[src/hw/rtl/lfps_pkg.sv]
`timescale 1ns / 1ps
package lfps_pkg;

  localparam int BRIGHT_W = 7;
  localparam int PWM_W    = 8;
  localparam int GAIN_W   = 24;
  localparam int ERR_W    = 8;
  localparam int DELTA_W  = 9;
  // integral operand is held to +-2^32, far past where the drive saturates
  localparam int ISUM_W   = 34;
  localparam int ADDR_W   = 5;
  localparam int DATA_W   = 32;

  typedef logic        [BRIGHT_W-1:0] bright_t;
  typedef logic signed [PWM_W-1:0]    pwm_t;
  typedef logic signed [GAIN_W-1:0]   gain_t;
  typedef logic signed [ERR_W-1:0]    err_t;
  typedef logic signed [DELTA_W-1:0]  delta_t;
  typedef logic signed [ISUM_W-1:0]   isum_t;

  typedef enum logic [2:0] {
    REG_SETPOINT = 3'd0,
    REG_P_GAIN   = 3'd1,
    REG_I_GAIN   = 3'd2,
    REG_D_GAIN   = 3'd3,
    REG_BASE_PWM = 3'd4
  } reg_idx_t;

  localparam bright_t SETPOINT_RESET = 7'd11;

  typedef struct packed {
    bright_t setpoint;
    gain_t   p_gain;
    gain_t   i_gain;
    gain_t   d_gain;
    pwm_t    base_pwm;
  } lfps_cfg_t;

  // one classified sample handed from front to back
  typedef struct packed {
    err_t   err;
    delta_t delta;
    isum_t  isum;
    logic   steer_right;
  } lfps_job_t;

endpackage

[src/hw/rtl/lfps_sample_if.sv]
`timescale 1ns / 1ps
interface lfps_sample_if import lfps_pkg::*; ();
  logic    valid;
  logic    ready;
  bright_t brightness;

  modport source (output valid, output brightness, input ready);
  modport sink (input valid, input brightness, output ready);
endinterface

[src/hw/rtl/lfps_steer_if.sv]
`timescale 1ns / 1ps
interface lfps_steer_if import lfps_pkg::*; ();
  logic valid;
  logic ready;
  pwm_t right_pwm;
  pwm_t left_pwm;

  modport source (output valid, output right_pwm, output left_pwm, input ready);
  modport sink (input valid, input right_pwm, input left_pwm, output ready);
endinterface

[src/hw/rtl/lfps_front.sv]
`timescale 1ns / 1ps
module lfps_front import lfps_pkg::*; #(
  parameter int SUM_WIDTH = 24
) (
  input  logic              clk,
  input  logic              rst,
  lfps_sample_if.sink       sample,
  input  bright_t           setpoint,
  output logic              push_valid,
  input  logic              push_ready,
  output lfps_job_t         push_job
);

  localparam int SW = SUM_WIDTH;
  localparam int EW = (SW > ISUM_W) ? SW : ISUM_W;
  localparam logic signed [SW+1:0] SMAX = {3'b000, {(SW-1){1'b1}}};
  localparam logic signed [SW+1:0] SMIN = -SMAX - 1;
  localparam logic signed [EW-1:0] IPOS = {{(EW-33){1'b0}}, 1'b1, 32'b0};
  localparam logic signed [EW-1:0] INEG = -IPOS;

  err_t                   last_error;
  logic signed [SW-1:0]   error_sum;

  err_t                   err;
  logic signed [SW+1:0]   sum_wide;
  logic signed [SW-1:0]   sum_next;
  logic signed [EW-1:0]   sum_ext;
  isum_t                  isum;
  logic                   accept;

  assign accept       = sample.valid && push_ready;
  assign sample.ready = push_ready;

  assign err = err_t'({1'b0, setpoint}) - err_t'({1'b0, sample.brightness});

  always_comb begin
    sum_wide = (SW+2)'(error_sum) + (SW+2)'(err) + (SW+2)'(last_error);
    if (sum_wide > SMAX) begin
      sum_next = SW'(SMAX);
    end else if (sum_wide < SMIN) begin
      sum_next = SW'(SMIN);
    end else begin
      sum_next = SW'(sum_wide);
    end
    sum_ext = EW'(sum_next);
    if (sum_ext > IPOS) begin
      isum = ISUM_W'(IPOS);
    end else if (sum_ext < INEG) begin
      isum = ISUM_W'(INEG);
    end else begin
      isum = ISUM_W'(sum_ext);
    end
  end

  always_ff @(posedge clk) begin
    if (rst) begin
      last_error <= '0;
      error_sum  <= '0;
    end else if (accept) begin
      last_error <= err;
      error_sum  <= sum_next;
    end
  end

  assign push_valid            = sample.valid;
  assign push_job.err          = err;
  assign push_job.delta        = delta_t'(err) - delta_t'(last_error);
  assign push_job.isum         = isum;
  // error below setpoint is the same as any light seen at all
  assign push_job.steer_right  = (sample.brightness != '0);

endmodule

[src/hw/rtl/lfps_queue.sv]
`timescale 1ns / 1ps
module lfps_queue import lfps_pkg::*; (
  input  logic      clk,
  input  logic      rst,
  input  logic      push_valid,
  output logic      push_ready,
  input  lfps_job_t push_job,
  output logic      pop_valid,
  input  logic      pop_ready,
  output lfps_job_t pop_job
);

  lfps_job_t  slots [2];
  logic       wptr;
  logic       rptr;
  logic [1:0] count;
  logic       push;
  logic       pop;

  assign push_ready = (count != 2'd2);
  assign pop_valid  = (count != 2'd0);
  assign push       = push_valid && push_ready;
  assign pop        = pop_valid && pop_ready;
  assign pop_job    = slots[rptr];

  always_ff @(posedge clk) begin
    if (push) begin
      slots[wptr] <= push_job;
    end
  end

  always_ff @(posedge clk) begin
    if (rst) begin
      wptr  <= 1'b0;
      rptr  <= 1'b0;
      count <= 2'd0;
    end else begin
      if (push) begin
        wptr <= ~wptr;
      end
      if (pop) begin
        rptr <= ~rptr;
      end
      case ({push, pop})
        2'b10:   count <= count + 2'd1;
        2'b01:   count <= count - 2'd1;
        default: count <= count;
      endcase
    end
  end

endmodule

[src/hw/rtl/lfps_back.sv]
`timescale 1ns / 1ps
module lfps_back import lfps_pkg::*; #(
  parameter int PWM_LIMIT = 100
) (
  input  logic        clk,
  input  logic        rst,
  input  lfps_cfg_t   cfg,
  input  logic        pop_valid,
  output logic        pop_ready,
  input  lfps_job_t   pop_job,
  lfps_steer_if.source steer
);

  localparam int PW = 32;
  localparam int DW = 33;
  localparam int IW = GAIN_W + ISUM_W;
  localparam int TW = 36;
  localparam int MW = TW - 16;
  localparam logic signed [IW-1:0] IPOS = IW'(64'sd4294967296);
  localparam logic signed [IW-1:0] INEG = -IPOS;
  localparam logic [MW-1:0]        MAG_LIM = MW'(PWM_LIMIT);
  localparam logic signed [8:0]    LIM_POS = 9'(PWM_LIMIT);
  localparam logic signed [8:0]    LIM_NEG = -LIM_POS;

  // stage 1: products
  logic                  v1;
  logic signed [PW-1:0]  p1;
  logic signed [DW-1:0]  d1;
  logic signed [IW-1:0]  i1;
  logic                  r1;
  // stage 2: sum of terms
  logic                  v2;
  logic signed [TW-1:0]  total2;
  logic                  r2;
  // stage 3: rounded, saturated drive
  logic                  v3;
  pwm_t                  drive3;
  logic                  r3;
  // output word
  logic                  vo;
  pwm_t                  right_pwm;
  pwm_t                  left_pwm;

  logic adv1, adv2, adv3, advo;

  logic signed [ISUM_W-1:0] i_cl;
  logic        [TW-1:0]     tot_mag;
  logic        [MW-1:0]     mag;
  pwm_t                     mag_sat;
  logic signed [8:0]        base9;
  logic signed [8:0]        base_cl;
  logic signed [8:0]        moved;
  logic signed [8:0]        moved_cl;

  assign advo      = !vo || steer.ready;
  assign adv3      = !v3 || advo;
  assign adv2      = !v2 || adv3;
  assign adv1      = !v1 || adv2;
  assign pop_ready = adv1;

  always_comb begin
    if (i1 > IPOS) begin
      i_cl = ISUM_W'(IPOS);
    end else if (i1 < INEG) begin
      i_cl = ISUM_W'(INEG);
    end else begin
      i_cl = ISUM_W'(i1);
    end
  end

  always_comb begin
    tot_mag = total2[TW-1] ? TW'(-total2) : TW'(total2);
    mag     = MW'((tot_mag + TW'(32768)) >> 16);
    mag_sat = (mag > MAG_LIM) ? pwm_t'(MAG_LIM) : pwm_t'(mag);
  end

  always_comb begin
    base9 = 9'(cfg.base_pwm);
    if (base9 > LIM_POS) begin
      base_cl = LIM_POS;
    end else if (base9 < LIM_NEG) begin
      base_cl = LIM_NEG;
    end else begin
      base_cl = base9;
    end
    moved = base_cl + 9'(drive3);
    if (moved > LIM_POS) begin
      moved_cl = LIM_POS;
    end else if (moved < LIM_NEG) begin
      moved_cl = LIM_NEG;
    end else begin
      moved_cl = moved;
    end
  end

  always_ff @(posedge clk) begin
    if (adv1) begin
      p1 <= PW'(cfg.p_gain) * PW'(pop_job.err);
      d1 <= DW'(cfg.d_gain) * DW'(pop_job.delta);
      i1 <= IW'(cfg.i_gain) * IW'(pop_job.isum);
      r1 <= pop_job.steer_right;
    end
    if (adv2) begin
      total2 <= TW'(p1) + TW'(d1) + TW'(i_cl);
      r2     <= r1;
    end
    if (adv3) begin
      drive3 <= total2[TW-1] ? -mag_sat : mag_sat;
      r3     <= r2;
    end
    if (advo) begin
      right_pwm <= r3 ? PWM_W'(moved_cl) : PWM_W'(base_cl);
      left_pwm  <= r3 ? PWM_W'(base_cl) : PWM_W'(moved_cl);
    end
  end

  always_ff @(posedge clk) begin
    if (rst) begin
      v1 <= 1'b0;
      v2 <= 1'b0;
      v3 <= 1'b0;
      vo <= 1'b0;
    end else begin
      if (adv1) begin
        v1 <= pop_valid;
      end
      if (adv2) begin
        v2 <= v1;
      end
      if (adv3) begin
        v3 <= v2;
      end
      if (advo) begin
        vo <= v3;
      end
    end
  end

  assign steer.valid     = vo;
  assign steer.right_pwm = right_pwm;
  assign steer.left_pwm  = left_pwm;

endmodule

[src/hw/rtl/line_follow_pid_steering_unit.sv]
`timescale 1ns / 1ps
// Line-follow PID steering: each brightness word on sample gives one word of
// right/left motor PWM on steer. Error is setpoint - brightness; a trapezoidal
// integral (sum of current and previous error, saturating at SUM_WIDTH bits)
// and the error difference feed P+I+D with Q8.16 gains, rounded to nearest and
// held to +-PWM_LIMIT. With any light seen the right motor gets base+drive and
// the left base, otherwise the other way round. One word is taken every clock
// while the queue has room; that rate is set by the integral update in the
// front end, which registers each new sum as its word is taken. Each result
// passes queue, multiply, sum, round and output registers. Registers sit on
// an APB port at byte offsets 0x00 setpoint, 0x04 p_gain, 0x08 i_gain, 0x0C
// d_gain, 0x10 base_pwm; write them only while the unit is idle.
module line_follow_pid_steering_unit import lfps_pkg::*; #(
  parameter int PWM_LIMIT = 100,
  parameter int SUM_WIDTH = 24
) (
  input  logic              clk,
  input  logic              rst,
  lfps_sample_if.sink       sample,
  lfps_steer_if.source      steer,
  input  logic              psel,
  input  logic              penable,
  input  logic              pwrite,
  input  logic [ADDR_W-1:0] paddr,
  input  logic [DATA_W-1:0] pwdata,
  output logic [DATA_W-1:0] prdata,
  output logic              pready
);

  lfps_cfg_t cfg;
  reg_idx_t  reg_sel;
  logic      wr_en;

  logic      push_valid;
  logic      push_ready;
  lfps_job_t push_job;
  logic      pop_valid;
  logic      pop_ready;
  lfps_job_t pop_job;

  assign pready  = 1'b1;
  assign reg_sel = reg_idx_t'(paddr[4:2]);
  assign wr_en   = psel && penable && pwrite;

  always_ff @(posedge clk) begin
    if (rst) begin
      cfg.setpoint <= SETPOINT_RESET;
      cfg.p_gain   <= '0;
      cfg.i_gain   <= '0;
      cfg.d_gain   <= '0;
      cfg.base_pwm <= '0;
    end else if (wr_en) begin
      case (reg_sel)
        REG_SETPOINT: cfg.setpoint <= pwdata[BRIGHT_W-1:0];
        REG_P_GAIN:   cfg.p_gain   <= pwdata[GAIN_W-1:0];
        REG_I_GAIN:   cfg.i_gain   <= pwdata[GAIN_W-1:0];
        REG_D_GAIN:   cfg.d_gain   <= pwdata[GAIN_W-1:0];
        REG_BASE_PWM: cfg.base_pwm <= pwdata[PWM_W-1:0];
        default:      ;
      endcase
    end
  end

  always_comb begin
    case (reg_sel)
      REG_SETPOINT: prdata = DATA_W'(cfg.setpoint);
      REG_P_GAIN:   prdata = DATA_W'(cfg.p_gain);
      REG_I_GAIN:   prdata = DATA_W'(cfg.i_gain);
      REG_D_GAIN:   prdata = DATA_W'(cfg.d_gain);
      REG_BASE_PWM: prdata = DATA_W'(cfg.base_pwm);
      default:      prdata = '0;
    endcase
  end

  lfps_front #(
    .SUM_WIDTH (SUM_WIDTH)
  ) u_front (
    .clk        (clk),
    .rst        (rst),
    .sample     (sample),
    .setpoint   (cfg.setpoint),
    .push_valid (push_valid),
    .push_ready (push_ready),
    .push_job   (push_job)
  );

  lfps_queue u_queue (
    .clk        (clk),
    .rst        (rst),
    .push_valid (push_valid),
    .push_ready (push_ready),
    .push_job   (push_job),
    .pop_valid  (pop_valid),
    .pop_ready  (pop_ready),
    .pop_job    (pop_job)
  );

  lfps_back #(
    .PWM_LIMIT (PWM_LIMIT)
  ) u_back (
    .clk       (clk),
    .rst       (rst),
    .cfg       (cfg),
    .pop_valid (pop_valid),
    .pop_ready (pop_ready),
    .pop_job   (pop_job),
    .steer     (steer)
  );

`ifndef SYNTHESIS
  localparam logic signed [7:0] LIM_P = 8'(PWM_LIMIT);
  localparam logic signed [7:0] LIM_N = -LIM_P;

  a_right_range: assert property (@(posedge clk) disable iff (rst)
    steer.valid |-> (steer.right_pwm <= LIM_P && steer.right_pwm >= LIM_N))
    else $error("right pwm outside limit");

  a_left_range: assert property (@(posedge clk) disable iff (rst)
    steer.valid |-> (steer.left_pwm <= LIM_P && steer.left_pwm >= LIM_N))
    else $error("left pwm outside limit");

  // nothing can reach the output register in the cycle after reset
  a_reset_quiet: assert property (@(posedge clk)
    rst |=> !steer.valid)
    else $error("result word straight after reset");

  // the queue only refuses while it is holding words for the back end
  a_queue_drain: assert property (@(posedge clk) disable iff (rst)
    !push_ready |-> pop_valid)
    else $error("queue full but empty to the back end");
`endif

endmodule

[src/flat_wrapper.sv]
// flat-port wrapper written by rule: the top's interface ports become plain ports
module line_follow_pid_steering_unit_flat import lfps_pkg::*;
#(
  parameter int PWM_LIMIT = 100,
  parameter int SUM_WIDTH = 24
)
  (clk, rst, psel, penable, pwrite, paddr, pwdata, prdata, pready, sample_valid, sample_brightness, sample_ready, steer_valid, steer_right_pwm, steer_left_pwm, steer_ready);
  lfps_sample_if sample_i ();
  lfps_steer_if steer_i ();
  input  logic clk;
  input  logic rst;
  input  logic psel;
  input  logic penable;
  input  logic pwrite;
  input  logic [ADDR_W-1:0] paddr;
  input  logic [DATA_W-1:0] pwdata;
  output logic [DATA_W-1:0] prdata;
  output logic pready;
  input wire logic [$bits(sample_i.valid)-1:0] sample_valid;
  input wire logic [$bits(sample_i.brightness)-1:0] sample_brightness;
  output wire logic [$bits(sample_i.ready)-1:0] sample_ready;
  output wire logic [$bits(steer_i.valid)-1:0] steer_valid;
  output wire logic [$bits(steer_i.right_pwm)-1:0] steer_right_pwm;
  output wire logic [$bits(steer_i.left_pwm)-1:0] steer_left_pwm;
  input wire logic [$bits(steer_i.ready)-1:0] steer_ready;
  assign sample_i.valid = sample_valid;
  assign sample_i.brightness = sample_brightness;
  assign sample_ready = sample_i.ready;
  assign steer_valid = steer_i.valid;
  assign steer_right_pwm = steer_i.right_pwm;
  assign steer_left_pwm = steer_i.left_pwm;
  assign steer_i.ready = steer_ready;
  line_follow_pid_steering_unit #(.PWM_LIMIT(PWM_LIMIT), .SUM_WIDTH(SUM_WIDTH)) u_core (.clk(clk), .rst(rst), .sample(sample_i), .steer(steer_i), .psel(psel), .penable(penable), .pwrite(pwrite), .paddr(paddr), .pwdata(pwdata), .prdata(prdata), .pready(pready));
endmodule
[config.mk]
export PLATFORM = sky130hd
export DESIGN_NAME = line_follow_pid_steering_unit_flat
export DESIGN_NICKNAME = d
export VERILOG_FILES = /design/src/hw/rtl/lfps_pkg.sv /design/src/hw/rtl/lfps_sample_if.sv /design/src/hw/rtl/lfps_steer_if.sv /design/src/hw/rtl/lfps_front.sv /design/src/hw/rtl/lfps_queue.sv /design/src/hw/rtl/lfps_back.sv /design/src/hw/rtl/line_follow_pid_steering_unit.sv /design/src/flat_wrapper.sv
export SDC_FILE = /design/constraint.sdc
export NUM_CORES = 2
export LEC_CHECK = 0
export CAP_MARGIN = 0
export CORE_MARGIN = 2
export CORE_UTILIZATION = 25
export CTS_BUF_LIST = sky130_fd_sc_hd__clkbuf_16
export CTS_CLUSTER_DIAMETER = 50
export DETAILED_ROUTE_END_ITERATION = 8
export DONT_BUFFER_PORTS = 1
export GPL_ROUTABILITY_DRIVEN = 1
export GPL_TIMING_DRIVEN = 0
export MAX_ROUTING_LAYER = met4
export PLACE_DENSITY = 0.45
export SLEW_MARGIN = 20
export SYNTH_ARGS = -nofsm -noshare
export SYNTH_HDL_FRONTEND = slang
export SYNTH_SLANG_ARGS = --single-unit
[constraint.sdc]
create_clock -name clk -period 9 [get_ports clk]
set_clock_uncertainty 0.2 [all_clocks]
set_input_delay 1.35 -clock clk [delete_from_list [all_inputs] [get_ports clk]]
set_output_delay 1.35 -clock clk [all_outputs]
set_load 0.02 [all_outputs]
==> summary.md <==
| Metric | Value |
|---|---|
| Mean Syn Cell Area | `9.72 um2` |
| Fill cell count | `24,963` |
| Post-DP Area | `63,200 um2` |
| Max stage delay on crit path | `920 ps` |
| Slowest cell on crit path | `dfxtp_1` |
| DRC viols | `0` |
| Dominant cells by area after synthesis | `fa_1 38%, edfxtp_1 14%, ha_1 7.7%` |
| Post-Syn Instances | `6,076` |
| Final Cell Area | `65,700 um2` |
| Clock-pin slew on the worst setup and hold paths | `60 ps` |
| Die H | `490 um` |
| Syn Nets | `7,603` |
| GRT met1 Usage | `21.2%` |
| Power per cell area | `199 nW/um2` |
| Initial DRC count | `2,714` |
| Cell mode on critical path | `fa_1` |
| Critical path fanouts, max | `10` |
| Max Cap Violations | `0` |
| Layout area overhead | `11.2%` |
| Hpwl dp | `156,000 um` |
| Register area share after synthesis | `18.0%` |
| Layout cells sized above 1 | `5.40%` |
| Ys flop type | `edfxtp_1` |
| YS warnings | `0` |
| GPL Wtd Cong | `0.904` |
| Final core occ | `27.9%` |
| Min-delay worst type | `reg -> reg` |
| PortBufs | `0` |
| Final Max Slew Viols | `0` |
| GRT busiest layer | `met2` |
| Flops & latches, synth | `397` |
| Async set-reset flop share out of synthesis | `0%` |
| Global-route wire length before repair | `284,000 um` |
| Maximum VDD drop | `0.000208 V` |
| Final worst-path setup slack | `309 ps` |
| Crit start category | `flop` |
| Period utilisation layout | `96.6%` |
| DR vias/cell | `4.46` |
| Pre-CTS WS | `-1370 ps` |
| CTS tree | `built` |
| Area occupied by multi-input gates | `43,200 um2` |
| Core Box Area | `235,000 um2` |
| DIE AREA | `240,000 um2` |
| Vias in the first global route | `44,973` |
| Grt met2 use | `26.3%` |
| Crit path arrival time | `9040 ps` |
| Hold Fails Final Rpt | `0` |
| Ports | `102` |
| Kind of end point of the critical path | `flop` |
| GRT overflow | `0` |
| Hold slack | `224 ps` |
| Wirelength per Cell | `19.9 um` |
| Post-route minimum period | `8690 ps` |
| Leak | `30.2 nW` |
| Drt first pass iters | `7` |
| CTS buffer count | `61` |
| Clock Path Buffers | `3` |
| Max-slew headroom | `21.3%` |
| Gr usage total | `16.0%` |
| Met3 Usage GRT | `1.61%` |
| Number of flops mapped to enable cells by yosys | `269` |
| Cell Area, Synth | `59,100 um2` |
| Final #Nets | `7,677` |
| CP Cell Sequence | `clkbuf_1, nand2_1, fa_1, inv_1, fa_1, fa_1, fa_1, fa_1, fa_1, inv_1, fa_1, inv_1, ha_1, a21o_1, a21o_1, a21oi_1, nor2_1, or3_1, o21a_1, o21ai_1, a21boi_1, or4b_2, nand3_1` |
| Chip width | `490 um` |
| CTS sink count | `397` |
| Via Count | `41,698` |
| Post-synthesis cell type count | `83` |
| Area leader, netlist | `fa_1` |
| Register area | `10,600 um2` |
| R2r setup slk | `310 ps` |
| Status | `completed` |
| Initial antenna violation count | `10` |
| Routed Antenna Nets | `0` |
| F_max | `115 MHz` |
| Clk root buf | `clkbuf_16` |
| Starting Density | `25.1%` |
| Post-Route WL | `186,000 um` |
| Hold Buf Count CTS | `0` |
| Synth top area share | `37.7%` |
| Tightest Pin Transition | `1150 ps` |
| Pin count of the biggest net entering global routing | `56` |
| Setup Crit Path Kind | `reg -> reg` |
| Clock Latency Late Sink | `730 ps` |
| Final setup violation count | `0` |
| Data required time of the critical path | `9340 ps` |
| Row count | `178` |
| Htree depth | `2` |
-- path summary, 6_finish.rpt --
kind                    start  cells after the start                    to
max            u_core.cfg[50]                     23  u_core.u_back.i1[35]
min          u_core.u_back.r2                      0      u_core.u_back.r3
max reg2reg    u_core.cfg[50]                     23  u_core.u_back.i1[35]
min reg2reg  u_core.u_back.r2                      0      u_core.u_back.r3
-- where the power goes --
group          leakage [nW]  switching, mW  total (mW)  internal, mW
Combinational          25.2           4.84        7.46          2.62
Sequential             3.88          0.303        3.10          2.80
Clock                  1.08           1.02        2.52          1.50
-- cell usage after synthesis (34+ instances only) --
master,n
edfxtp_1,269
clkbuf_1,239
nand3_1,43
nand2b_1,51
dfxtp_1,128
a21o_1,63
inv_1,1146
a21oi_1,246
or2_2,64
o21ai_0,125
o21a_1,34
nor3_1,45
fa_1,1113
nor2_1,200
xnor2_1,154
mux2i_1,54
and2_1,360
nor2b_1,200
nand2_1,676
xor2_1,49
ha_1,363
mux2_2,42
-- kinds of logic after synthesis --
family	count (synthesis)	share of synthesized area, %
AO/OA/AOI/OAI	707	7.68
adder cells (fa/ha/maj)	1478	45.5
XOR/XNOR	203	3.01
AND/OR/NAND/NOR	1762	14.9
flip-flops	397	18.0
buffers and inverters	1431	9.18
multiplexers	97	1.74
other	1	0.00635
-- flip-flops by register name (all words and copies together), names as in the netlist, 24 cells and up, named ones only --
name	cells
u_core.u_back.total2	35
u_core.u_front.error_sum	24
u_core.u_back.i1	58
u_core.cfg	87
u_core.u_back.p1	32
u_core.u_queue.slots	84
u_core.u_back.d1	33
-- per-stage QoR --
stage	TNS [ps]	total power, mW	std cells
floorplan	0	8.02	6076
global placement	-48870	10.5	9226
detailed placement	-36150	10.5	9233
CTS	0	13.2	9355
global route	-7.20	14.1	9354
finish	0	13.1	9356
-- cells in the final DEF, fill, tap and decap left out, drive strengths merged, types with 10 or more instances in the layout --
cell | netlist | routed
buf | 42 | 63
o211ai | 13 | 13
edfxtp | 269 | 269
o21a | 34 | 34
nor3 | 45 | 45
a22oi | 14 | 14
ha | 363 | 363
nand2b | 51 | 51
o22ai | 28 | 28
nand2 | 676 | 676
nand4 | 23 | 23
o21ai | 128 | 128
dfxtp | 128 | 128
nor2 | 200 | 200
or4 | 10 | 10
a21o | 63 | 63
or2 | 65 | 65
o21bai | 27 | 27
mux2 | 43 | 43
a221o | 21 | 21
nor4 | 25 | 25
fa | 1113 | 1113
clkbuf | 242 | 293
nand3 | 43 | 43
nor2b | 200 | 200
a211oi | 24 | 24
o31a | 11 | 11
mux2i | 54 | 54
xor2 | 49 | 49
o31ai | 16 | 16
inv | 1146 | 1166
or3 | 23 | 23
xnor2 | 154 | 154
and3 | 21 | 21
a21oi | 246 | 246
and2 | 360 | 360
clkinv | 1 | 21
-- cell type report --
class,count,area share (%)
diodes,3,0.0114
plain buffers,279,1.78
clock buffers,61,2.33
clock inverters,55,1.00
inverters,1147,6.58
multi-input cells,4248,65.8
flip-flops and latches,397,16.2
well taps,3150,6.00
repair buffers,16,0.337
-- worst max-delay path: cells and delay by family, from the launching register on --
kind / cells / cell delay, ps
buffers and inverters: 4 / 880
AO/OA/AOI/OAI: 6 / 1040
adder cells (fa/ha/maj): 8 / 4030
flip-flops: 1 / 920
AND/OR/NAND/NOR: 5 / 1390
-- what timing repair did --
item / 4_1_cts / 5_1_grt
endpoints found under the setup margin: 48 / 21
setup buffers: 8 / 1
pin swaps: 2 / 1
gates resized for setup: 41 / 55
-- layer usage --
metal / wire (um) / up-vias
li1: - / 19126
met1: 85400 / 21502
met2: 88200 / 855
met3: 7620 / 215
met4: 4810 / 0
met5: 0 / -
Note: power is estimated with default switching activity, not from simulation.
